File: src/cma_pkg.sv
// cma_pkg: constants, types and marker helper for the cluster map allocator
// used by cma_ctrl, cma_datapath and cluster_map_allocator
package cma_pkg;

	localparam int MAP_ENTRIES   = 1024;
	localparam int CLUSTER_BYTES = 16384;
	localparam int IDX_W         = $clog2(MAP_ENTRIES);
	localparam int PTR_W         = IDX_W + 1;
	localparam int LOG_CB        = $clog2(CLUSTER_BYTES);
	localparam int NEED_W        = 16;
	localparam int FREE_W        = 11;

	localparam logic [31:0] BIG_LIMIT = 32'd5242880;

	localparam logic [7:0] MARK_SMALL = 8'hAA;
	localparam logic [7:0] MARK_BB    = 8'hBB;
	localparam logic [7:0] MARK_CC    = 8'hCC;
	localparam logic [7:0] MARK_FF    = 8'hFF;
	localparam logic [7:0] QUAD_0     = 8'hFE;
	localparam logic [7:0] QUAD_1     = 8'hDC;
	localparam logic [7:0] QUAD_2     = 8'hBA;
	localparam logic [7:0] QUAD_3     = 8'hB8;

	localparam logic OP_ALLOC = 1'b0;
	localparam logic OP_FREE  = 1'b1;

	typedef enum logic [1:0] {
		ST_DONE     = 2'd0,
		ST_NO_ROOM  = 2'd1,
		ST_TOO_BIG  = 2'd2,
		ST_BAD_FREE = 2'd3
	} stat_t;

	typedef enum logic [2:0] {
		PH_IDLE, PH_CLEAR, PH_SCAN, PH_MARK, PH_PEEK, PH_WIPE
	} phase_t;

	typedef enum logic [1:0] {
		FK_NONE, FK_SMALL, FK_QUAD, FK_BIG
	} kind_t;

	typedef enum logic [3:0] {
		S_CLEAR, S_IDLE, S_CHECK, S_SCAN, S_MARK, S_PEEK, S_JUDGE, S_WIPE, S_FINISH
	} state_t;

	typedef struct packed {
		phase_t phase;
		logic   start;
		logic   judge;
	} cmd_t;

	typedef struct packed {
		logic  clr_done;
		logic  is_free;
		logic  too_big;
		logic  bad_addr;
		logic  found;
		logic  scan_fail;
		logic  mark_done;
		logic  peek_done;
		kind_t kind;
		logic  wipe_done;
	} sts_t;

	// byte written at position k of a freshly allocated block of need entries
	function automatic logic [7:0] mark_byte(input logic [NEED_W-1:0] need,
			input logic [NEED_W-1:0] k);
		logic [7:0] b;
		if (need == NEED_W'(1)) begin
			b = MARK_SMALL;
		end else if (need == NEED_W'(4)) begin
			case (k[1:0])
				2'd0:    b = QUAD_0;
				2'd1:    b = QUAD_1;
				2'd2:    b = QUAD_2;
				default: b = QUAD_3;
			endcase
		end else if (k == '0 || k == need - NEED_W'(1)) begin
			b = MARK_BB;
		end else if (k == NEED_W'(1) || k == need - NEED_W'(2)) begin
			b = MARK_CC;
		end else begin
			b = MARK_FF;
		end
		return b;
	endfunction

endpackage

File: src/cma_ctrl.sv
// cma_ctrl: sequencer for clearing, allocate scan/mark and free peek/wipe
// depends on cma_pkg
module cma_ctrl import cma_pkg::*; (
	input  logic  clk,
	input  logic  arst_n,
	input  logic  in_valid,
	input  logic  slot_free,
	input  sts_t  sts,
	output cmd_t  cmd,
	output logic  in_stall,
	output logic  emit,
	output stat_t res_status
);

	state_t state_q, state_d;
	stat_t  stat_q, stat_d;

	// next state
	always_comb begin
		state_d = state_q;
		stat_d  = stat_q;
		unique case (state_q)
			S_CLEAR:  if (sts.clr_done) state_d = S_IDLE;
			S_IDLE:   if (in_valid) state_d = S_CHECK;
			S_CHECK: begin
				if (sts.is_free) begin
					if (sts.bad_addr) begin
						state_d = S_FINISH;
						stat_d  = ST_BAD_FREE;
					end else begin
						state_d = S_PEEK;
					end
				end else if (sts.too_big) begin
					state_d = S_FINISH;
					stat_d  = ST_TOO_BIG;
				end else begin
					state_d = S_SCAN;
				end
			end
			S_SCAN: begin
				if (sts.found) begin
					state_d = S_MARK;
				end else if (sts.scan_fail) begin
					state_d = S_FINISH;
					stat_d  = ST_NO_ROOM;
				end
			end
			S_MARK: begin
				if (sts.mark_done) begin
					state_d = S_FINISH;
					stat_d  = ST_DONE;
				end
			end
			S_PEEK:   if (sts.peek_done) state_d = S_JUDGE;
			S_JUDGE: begin
				state_d = S_FINISH;
				if (sts.kind == FK_NONE) begin
					stat_d = ST_BAD_FREE;
				end else begin
					state_d = S_WIPE;
				end
			end
			S_WIPE: begin
				if (sts.wipe_done) begin
					state_d = S_FINISH;
					stat_d  = ST_DONE;
				end
			end
			S_FINISH: if (slot_free) state_d = S_IDLE;
			default:  state_d = S_IDLE;
		endcase
	end

	// outputs
	always_comb begin
		cmd.start = 1'b0;
		cmd.judge = 1'b0;
		emit      = 1'b0;
		in_stall  = 1'b1;
		unique case (state_q)
			S_CLEAR:  cmd.phase = PH_CLEAR;
			S_IDLE: begin
				cmd.phase = PH_IDLE;
				in_stall  = 1'b0;
				cmd.start = in_valid;
			end
			S_SCAN:   cmd.phase = PH_SCAN;
			S_MARK:   cmd.phase = PH_MARK;
			S_PEEK:   cmd.phase = PH_PEEK;
			S_JUDGE: begin
				cmd.phase = PH_IDLE;
				cmd.judge = 1'b1;
			end
			S_WIPE:   cmd.phase = PH_WIPE;
			S_FINISH: begin
				cmd.phase = PH_IDLE;
				emit      = slot_free;
			end
			default:  cmd.phase = PH_IDLE;
		endcase
	end

	always_ff @(posedge clk or negedge arst_n) begin
		if (!arst_n) begin
			state_q <= S_CLEAR;
			stat_q  <= ST_DONE;
		end else begin
			state_q <= state_d;
			stat_q  <= stat_d;
		end
	end

	assign res_status = stat_q;

endmodule

File: config.mk
export PLATFORM = sky130hd
export DESIGN_NAME = cma_ctrl
export DESIGN_NICKNAME = d
export VERILOG_FILES = /design/src/cma_pkg.sv /design/src/cma_ctrl.sv
export SDC_FILE = /design/constraint.sdc
export NUM_CORES = 1
export LEC_CHECK = 0
export BUFFER_PORTS_ARGS = -buffer_cell sky130_fd_sc_hd__buf_2
export CAP_MARGIN = 20
export CORE_UTILIZATION = 47
export CTS_CLUSTER_DIAMETER = 100
export DETAILED_ROUTE_END_ITERATION = 10
export HOLD_SLACK_MARGIN = 0.06
export PLACE_DENSITY = 0.76
export RECOVER_POWER = 50
export SETUP_SLACK_MARGIN = 0.5
export SLEW_MARGIN = 0
export SYNTH_ARGS = -nofsm -noshare
export SYNTH_HDL_FRONTEND = slang
export SYNTH_SLANG_ARGS = --single-unit
File: constraint.sdc
create_clock -name clk -period 2.45 [get_ports clk]
set_clock_uncertainty 0.15 [all_clocks]
set_input_delay 0.49 -clock clk [delete_from_list [all_inputs] [get_ports clk]]
set_output_delay 0.49 -clock clk [all_outputs]
set_load 0.005 [all_outputs]
==> results of run 1 <==
==> layer usage <==
metal / up-vias / track usage / share of wire
met1: 334 / 0.308 / 0.46
met3: 6 / 0.0625 / 0.056
met4: 0 / 0.138 / 0.024
li1: 362 / - / -
met5: - / 0 / 0
met2: 29 / 0.434 / 0.46
==> registers in the layout (all words and copies together), names as in the netlist <==
name / cells
res_status: 2
state_q: 4
==> cells in the final DEF, fill, tap and decap left out, types with 2 or more instances in the layout <==
cell type	netlist	routed
nor3_1	4	3
buf_4	1	12
o21ai_1	2	2
nand2b_1	2	2
mux2i_1	2	2
dfrtp_2	0	3
nand2_1	6	4
o21ai_0	4	4
or2_0	2	2
nand2_2	0	2
and3_1	4	4
nor2_2	0	2
a21oi_1	4	3
buf_6	2	3
nor2b_1	3	3
dfrtp_1	6	3
clkbuf_4	0	4
inv_1	3	3
buf_2	2	21
clkbuf_1	1	2
mux2_4	0	2
nor2_1	8	5
==> timing repair <==
| action | in CTS | in global routing |
|---|---|---|
| hold endpoints to repair | 6 | 0 |
| gates resized for setup | 13 | 7 |
| pin swaps | 3 | 6 |
| hold buffers | 1 | 0 |
| setup buffers | 10 | 6 |
| setup endpoints to repair | 8 | 7 |
==> cell type report <==
cell class | instances | area (um^2) | share of cell area
multi-input cells | 63 | 499 | 0.508
repair buffers | 41 | 274 | 0.279
clock buffers | 3 | 22.5 | 0.0229
inverters | 4 | 15.0 | 0.0153
flip-flops and latches | 6 | 154 | 0.156
well taps | 15 | 18.8 | 0.0191
==> logic make-up after synthesis <==
| group | after synthesis |
|---|---|
| AOI/OAI and AO/OA | 19 |
| muxes | 4 |
| DFF | 6 |
| and+or+nand+nor | 39 |
| buffers and inverters | 10 |
| xor gates and xnor gates | 1 |
==> per-stage QoR <==
stage | total power, mW | setup WS (ns)
2_1_floorplan | 0.687 | 0.538
3_3_place_gp | 0.793 | 0.408
3_5_place_dp | 0.799 | 0.382
4_1_cts | 1.13 | 0.487
5_1_grt | 1.36 | 0.309
6_report | 1.27 | 0.407
==> cell usage after synthesis, types with 2 or more instances <==
library cell  instances  area, um^2
a21oi_1               4        20.0
and3_1                4        25.0
buf_2                 2        10.0
buf_6                 2        22.5
dfrtp_1               6         150
inv_1                 3        11.3
mux2_1                2        22.5
mux2i_1               2        20.0
nand2_1               6        22.5
nand2b_1              2        12.5
nor2_1                8        30.0
nor2b_1               3        18.8
nor3_1                4        20.0
nor3b_2               2        25.0
o21ai_0               4        20.0
o21ai_1               2        10.0
or2_0                 2        12.5
==> power groups by stage <==
stage | Clock (mW) | Sequential [mW] | Combinational [mW]
2_1_floorplan | 0 | 0.178 | 0.509
3_3_place_gp | 0 | 0.261 | 0.531
3_5_place_dp | 0 | 0.267 | 0.532
4_1_cts | 0.0952 | 0.252 | 0.784
5_1_grt | 0.100 | 0.253 | 1.01
6_report | 0.0957 | 0.245 | 0.925
==> worst reg2reg max path: stages, from the launching register on <==
cell      delay (ns)
dfrtp_1         0.55
clkbuf_4        0.22
nand2b_1        0.10
o32ai_1         0.52
nor4_4          0.08
mux2_4          0.31
==> worst paths after layout <==
check	end	slack (ns)	depth (start not counted)
min in group asynchronous	res_status[0]	0.49	2
worst min register to register	res_status[0]	0.36	1
worst max register to register	res_status[0]	0.41	5
max in group asynchronous	state_q[2]	1.39	2
worst min-delay path	res_status[0]	0.36	1
worst max-delay path	cmd[3]	0.41	4
==> results.ini, run 1 <==
[layout]
nFillCells = 98
finish.net_count = 134
drive_gt1_frac = 0.530
fin_area_um2 = 983
syn_to_final_growth_pct = 49.1
instances_no_fill = 132
fin_util = 0.756
diodes = 0

[power_and_ir_drop]
combPwrFrac = 0.731
internal-power_mw = 0.724
switching_share = 0.428
seq_power_share = 0.194
p_leak_nw = 0.474
powerDensity_nw_per_um2 = 1290
ir_drop_uv = 801
power_frac_clock = 0.076
p_sw_mw = 0.542

[global_route]
grt_pass1_vias = 646
grt_pass1_wl_um = 2750
grt.overflow.total = 0
grt_max_degree = 17
antenna_found_initial = 0
track_usage = 0.262

[synthesis]
avgSynthCellArea_um2 = 8.35
synthesis.nets = 94
synthSimpleGateAreaFrac = 0.383
yosysUniqueCellTypes = 38
ys.flop_type = dfrtp_1
synthAdderAreaFrac = 0
yosysSeqAreaShare = 0.228
synth_edf_count = 0
synth_top_family_by_area = simple AND/OR/NAND/NOR gates
async_flop_share = 1.00
ys_ff_latch = 6
synthCells = 79
netlist_area_um2 = 659
synth_compound_area_frac = 0.222
yosys-mux-area-fraction = 0.0645
synth_warnings = 0
synth_xor_area_frac = 0.0133

[detailed_routing]
drtPass1Iterations = 3
wire_per_inst_um = 14.2
drtIter0Drc = 13
vias = 731
wirelength_um = 1870
via_per_inst = 5.54
ant_nets = 0
drc = 0

[place]
placed_cell_area_um2 = 757
dp_cells = 112
port_buffers = 23
hpwl_um = 1110
gp_congestion = 0.813

[outcome]
run_status = completed

[sta]
grt_setup_unrepaired = yes
hold_violations = 0
max_freq_mhz = 489
holdWs_ns = 0.360
period_needed_ns = 2.04
setup_viol = 0
slew_headroom = 0.641
drv_slew = 0
fin_setup_tns_ns = 0
post-route-period-util = 0.834
worstMarginPinSlew_ns = 0.536

[critical_path]
crit_required_ns = 1.81
cp_top_family = flip-flops
end_kind = output port
r2r-start = state_q[0]
critPathMaxFanout = 7
startpoint_type = flip-flop
crit_chain = nand2_2 > or2_4 > a21oi_2 > buf_2
path_buf_inv = 1
critPathKind = reg2out
startpoint = state_q[0]
critical-path-slowest-cell = dfrtp_1
critPathMaxStageDelay_ns = 0.55
arrival_ns = 1.40

[floorplanning]
initial_core_util = 0.507
ioPinCount = 24
die_h_um = 39.5
die_w_um = 39.5
rows = 13
core_um2 = 1300
dieArea_um2 = 1560

[clock_network]
clk_latency_ns = 0.25
ctsRootBufferMaster = clkbuf_4
clk_pin_slew_worst_paths_ns = 0.05
cts.path.max_buffers = 2
numCtsBuffers = 3
cts_sinks = 6
htree_num_levels = 1
cts_tree = done

[run]
drv_cap = 0

[min_path]
hold_path_startpoint = res_status[0]
hold_path_class = reg2reg

Note: power is estimated with default switching activity, not from simulation.
==> inputs of run 2 (changes only) <==
- CORE_UTILIZATION: 47 -> 43
- PLACE_DENSITY: 0.76 -> 0.74
- clock period: 2.45 -> 1.7 ns (I/O delays scaled with it)
==> results.ini, run 2 (synthesis results as in run 1) <==
[layout]
finish.net_count = 155  ; +16%
largest_reg_flops = 4  ; unchanged
diodes = 0  ; unchanged
fin_util = 0.903  ; +0.147
drive_gt1_frac = 0.652  ; +0.122
fin_area_um2 = 1230  ; +25%
final_cell_mix = buf_4 (25), buf_2 (20), buf_6 (13), nand2_1 (4), nor2_1 (4)
nFillCells = 52  ; -47%
largest-register = state_q
syn_to_final_growth_pct = 87.1
layout_commonest_cell = buf_4

[detailed_routing]
drc = 0  ; unchanged
vias = 953  ; +30%
wire_per_inst_um = 21.5  ; +52%
via_per_inst = 6.23  ; +12%
wirelength_um = 3290  ; +76%
drtIter0Drc = 40  ; +27
ant_nets = 0  ; unchanged
drtPass1Iterations = 4  ; +1

[clock_network]
numCtsBuffers = 3  ; unchanged
cts.path.max_buffers = 2  ; unchanged
clk_pin_slew_worst_paths_ns = 0.05  ; about the same
cts_sinks = 6  ; unchanged
cts_tree = done
htree_num_levels = 1  ; unchanged
ctsRootBufferMaster = clkbuf_4
clk_latency_ns = 0.24  ; about the same

[min_path]
hold_path_class = in2async

[sta]
worstMarginPinSlew_ns = 0.483  ; -0.0535 ns
drv_slew = 0  ; unchanged
slew_headroom = 0.674  ; +0.0324
worst_slack_ns = -0.260  ; -0.667 ns
hold_violations = 0  ; unchanged
max_freq_mhz = 510
setup_viol = 13  ; +13
period_needed_ns = 1.96
grt_setup_unrepaired = yes
post-route-period-util = 1.15

[global_route]
track_usage = 0.346  ; +0.0839
grt_pass1_wl_um = 3660  ; +33%
grt_pass1_vias = 820  ; +27%
grt.overflow.total = 0  ; unchanged
grt_max_degree = 9  ; -8
antenna_found_initial = 0  ; unchanged

[critical_path]
startpoint = state_q[0]
end_kind = output port
r2r-start = state_q[0]
critPathMaxFanout = 7  ; unchanged
critPathKind = reg2out
arrival_ns = 1.47  ; +0.07 ns
startpoint_type = flip-flop
crit_required_ns = 1.21  ; -0.60 ns

[floorplanning]
die_h_um = 41.2  ; +4.3%
rows = 13  ; unchanged
die_w_um = 41.2  ; +4.3%
core_um2 = 1370  ; +5.0%
initial_core_util = 0.483  ; -0.0241
ioPinCount = 24  ; unchanged
dieArea_um2 = 1690  ; +8.8%

[place]
hpwl_um = 1510  ; +35%
pre_cts_ws_ns = -0.173  ; -0.555 ns
port_buffers = 23  ; unchanged
placed_cell_area_um2 = 917  ; +21%
gp_congestion = 0.843  ; +3.6%

[power_and_ir_drop]
powerDensity_nw_per_um2 = 2020  ; +57%
p_leak_nw = 0.604  ; +27%
ir_drop_uv = 1210  ; +51%

[outcome]
run_status = complete, but fails checks
violations = setup timing

[run]
drv_cap = 0  ; unchanged

-- run 2: cell types whose count changed in the layout (fill, tap and decap cells not counted), moves of 2 or more --
| cell | change |
|---|---|
| buf_4 | +13 |
| buf_6 | +10 |
| nor2_4 | +2 |
| o21ai_0 | -2 |
-- run 2: worst paths after layout --
check                                endpoint  slack, ns  cells after the start
worst max-delay path                   cmd[3]      -0.26                      5
worst min-delay path            res_status[0]       0.37                      2
worst max register to register  res_status[0]      -0.25                      6
worst min register to register  res_status[0]       0.39                      1
max in group asynchronous          state_q[3]       0.73                      2
min in group clk                res_status[0]       0.39                      1
-- run 2: layout make-up --
| class | instances | area (um^2) | area share |
|---|---|---|---|
| Inverter | 4 | 17.5 | 0.0142 |
| Timing Repair Buffer | 62 | 483 | 0.391 |
| Multi-Input combinational cell | 63 | 538 | 0.436 |
| Tap cell | 15 | 18.8 | 0.0152 |
| Clock buffer | 3 | 22.5 | 0.0183 |
| Sequential cell | 6 | 154 | 0.125 |
-- run 2: worst max-delay path, cell delays in order (launching register included) --
cell	delay [ns]
dfrtp_2	0.47
buf_4	0.19
nand2_4	0.06
or2_4	0.23
a21oi_2	0.15
buf_2	0.13
-- run 2: through the flow --
stage | hold WS [ns] | cells | total power, mW | TNS, ns
after floorplan | -0.106 | 79 | 1.08 | -0.0463
after global placement | 0.0183 | 130 | 1.49 | -0.251
after detailed placement | 0.0235 | 130 | 1.53 | -0.470
after CTS | 0.308 | 146 | 2.02 | -1.24
after global routing | 0.395 | 153 | 2.58 | -2.85
final | 0.367 | 153 | 2.50 | -2.26
-- run 2: routing by layer --
layer / wire (um) / up-vias / track usage / part of all wire
met5: 0 / - / 0 / 0
met4: 216 / 0 / 0.194 / 0.066
met3: 287 / 32 / 0.0652 / 0.087
met2: 1520 / 72 / 0.660 / 0.46
met1: 1270 / 450 / 0.342 / 0.39
li1: - / 399 / - / -
-- run 2: repair_timing --
action                                 CTS  global route
resized for setup                       18            22
buffers inserted                        12             7
hold buffers                             1             0
endpoints found under the hold margin    6             0
pin swaps                                5             8
setup endpoints to repair               15            15
-- run 2: report_power, final --
part           internal (mW)  leakage (nW)  total, mW  switching [mW]
clock                 0.0800        0.0138      0.133          0.0535
sequential             0.222        0.0703      0.330           0.107
combinational           1.13         0.520       2.03           0.903
total                   1.43         0.604       2.50            1.06
==> inputs of run 3 (changes only) <==
- RECOVER_POWER: 50 -> unset
==> results.ini, run 3 (synthesis results as in run 1) <==
[floorplanning]
initial_core_util = 0.483  ; unchanged
rows = 13  ; unchanged
ioPinCount = 24  ; unchanged
dieArea_um2 = 1690  ; unchanged
die_h_um = 41.2  ; unchanged
core_um2 = 1370  ; unchanged
die_w_um = 41.2  ; unchanged

[layout]
fin_util = 0.904  ; +0.000916
largest-register = state_q
layout_commonest_cell = buf_4
drive_gt1_frac = 0.659  ; +0.00725
nFillCells = 52  ; unchanged
syn_to_final_growth_pct = 87.3
diodes = 0  ; unchanged
largest_reg_flops = 4  ; unchanged
final_cell_mix = buf_4 (25), buf_2 (21), buf_6 (13), nand2_1 (4), nor2_1 (4)
finish.net_count = 155  ; unchanged

[power_and_ir_drop]
ir_drop_uv = 1210  ; -0.33%
p_sw_mw = 1.06  ; -0.19%
internal-power_mw = 1.43  ; about the same
p_leak_nw = 0.607  ; +0.46%
power_mw = 2.49  ; about the same
combPwrFrac = 0.815  ; about the same
switching_share = 0.426  ; -0.000550
powerDensity_nw_per_um2 = 2020  ; -0.17%
power_frac_clock = 0.053  ; about the same
seq_power_share = 0.131  ; about the same

[detailed_routing]
drc = 0  ; unchanged
drt-met1-wl_um = 1280  ; +0.87%
via_per_inst = 6.30  ; +1.2%
drtPass1Iterations = 4  ; unchanged
wl_met2_um = 1470  ; -3.4%
wl_met3_um = 280  ; -2.4%
wirelength_um = 3280  ; -0.43%
ant_nets = 0  ; unchanged
drtIter0Drc = 40  ; unchanged
maxUsedRoutingLayer = met4
wire_per_inst_um = 21.4  ; -0.43%
vias = 964  ; +1.2%

[global_route]
track_usage = 0.346  ; unchanged
grt_max_degree = 9  ; unchanged
grt_pass1_wl_um = 3660  ; unchanged
grt.overflow.total = 0  ; unchanged
grt_pass1_vias = 820  ; unchanged
antenna_found_initial = 0  ; unchanged

[sta]
post-route-period-util = 1.15  ; about the same
period_needed_ns = 1.96  ; -0.00129 ns
setup_viol = 13  ; unchanged
max_freq_mhz = 511  ; about the same
drv_slew = 0  ; unchanged
grt_setup_unrepaired = yes
worstMarginPinSlew_ns = 0.447  ; -0.0361 ns
hold_violations = 0  ; unchanged
worst_slack_ns = -0.259  ; +0.00129 ns
slew_headroom = 0.698  ; +0.0244

[critical_path]
crit_chain = buf_4 > nand2_4 > or2_4 > a21oi_2 > buf_2
critPathMaxStageDelay_ns = 0.46  ; about the same
crit_required_ns = 1.21  ; about the same
end_kind = output port
startpoint_type = flip-flop
critPathMaxFanout = 7  ; unchanged
arrival_ns = 1.47  ; about the same
reg2reg_depth = 6  ; unchanged
critical-path-slowest-cell = dfrtp_2
critPathKind = reg2out

[clock_network]
htree_num_levels = 1  ; unchanged
ctsRootBufferMaster = clkbuf_4
clk_latency_ns = 0.24  ; about the same
cts.path.max_buffers = 2  ; unchanged
clk_pin_slew_worst_paths_ns = 0.05  ; about the same
cts_sinks = 6  ; unchanged
numCtsBuffers = 3  ; unchanged
cts_tree = done

[run]
drv_cap = 0  ; unchanged

[min_path]
hold_path_class = in2async

[place]
port_buffers = 23  ; unchanged
pre_cts_ws_ns = -0.173  ; unchanged
hpwl_um = 1510  ; unchanged
gp_congestion = 0.843  ; unchanged

[outcome]
violations = setup timing
run_status = complete, but fails checks

-- run 3: area by class of cell --
class	count	area [um^2]	share of cell area
repair buffers	62	484	0.392
multi-input cells	63	538	0.436
flip-flops and latches	6	154	0.125
inverters	4	17.5	0.0142
well taps	15	18.8	0.0152
clock buffers	3	22.5	0.0182
-- run 3: worst paths after layout --
kind | from | endpoint | slack, ns
hold / removal | arst_n | state_q[0] | 0.30
setup reg to reg | state_q[0] | res_status[0] | -0.26
max in group asynchronous | arst_n | state_q[3] | 0.92
hold reg to reg | res_status[0] | res_status[0] | 0.39
min in group clk | res_status[0] | res_status[0] | 0.39
setup / recovery | state_q[0] | cmd[3] | -0.26
-- run 3: power by group through the flow --
stage / Sequential, mW / Combinational, mW / Clock, mW
after global placement: 0.297 / 1.19 / 0
after detailed placement: 0.305 / 1.22 / 0
after floorplan: 0.259 / 0.820 / 0
final: 0.328 / 2.03 / 0.133
after CTS: 0.304 / 1.58 / 0.134
after global routing: 0.327 / 2.12 / 0.140
-- run 3: metrics by stage --
step	cell area [um^2]	TNS, ns	instances	hold WS, ns
global route	1230	-2.85	153	0.322
global placement	917	-0.251	130	0.0183
floorplan	692	-0.0463	79	-0.106
finish	1230	-2.25	153	0.304
detailed placement	917	-0.470	130	0.0235
CTS	1100	-1.24	146	0.308
-- run 3: worst max-delay path, delay by kind of cell (launching register included) --
kind	cells	cell delay, ns
AND/OR/NAND/NOR	2	0.29
AO/OA/AOI/OAI	1	0.15
flip-flops	1	0.46
buffers and inverters	2	0.32
-- run 3: repair_timing --
item | CTS | global route
endpoints found under the hold margin | 6 | 0
setup buffers | 12 | 7
setup endpoints to repair | 15 | 15
hold buffers | 1 | 0
gates resized for setup | 18 | 22
pin swaps | 5 | 8
-- run 3: metal layers --
layer	global-route usage	up-vias
met3	0.0652	36
met5	0	-
li1	-	399
met4	0.194	0
met2	0.660	81
met1	0.342	448
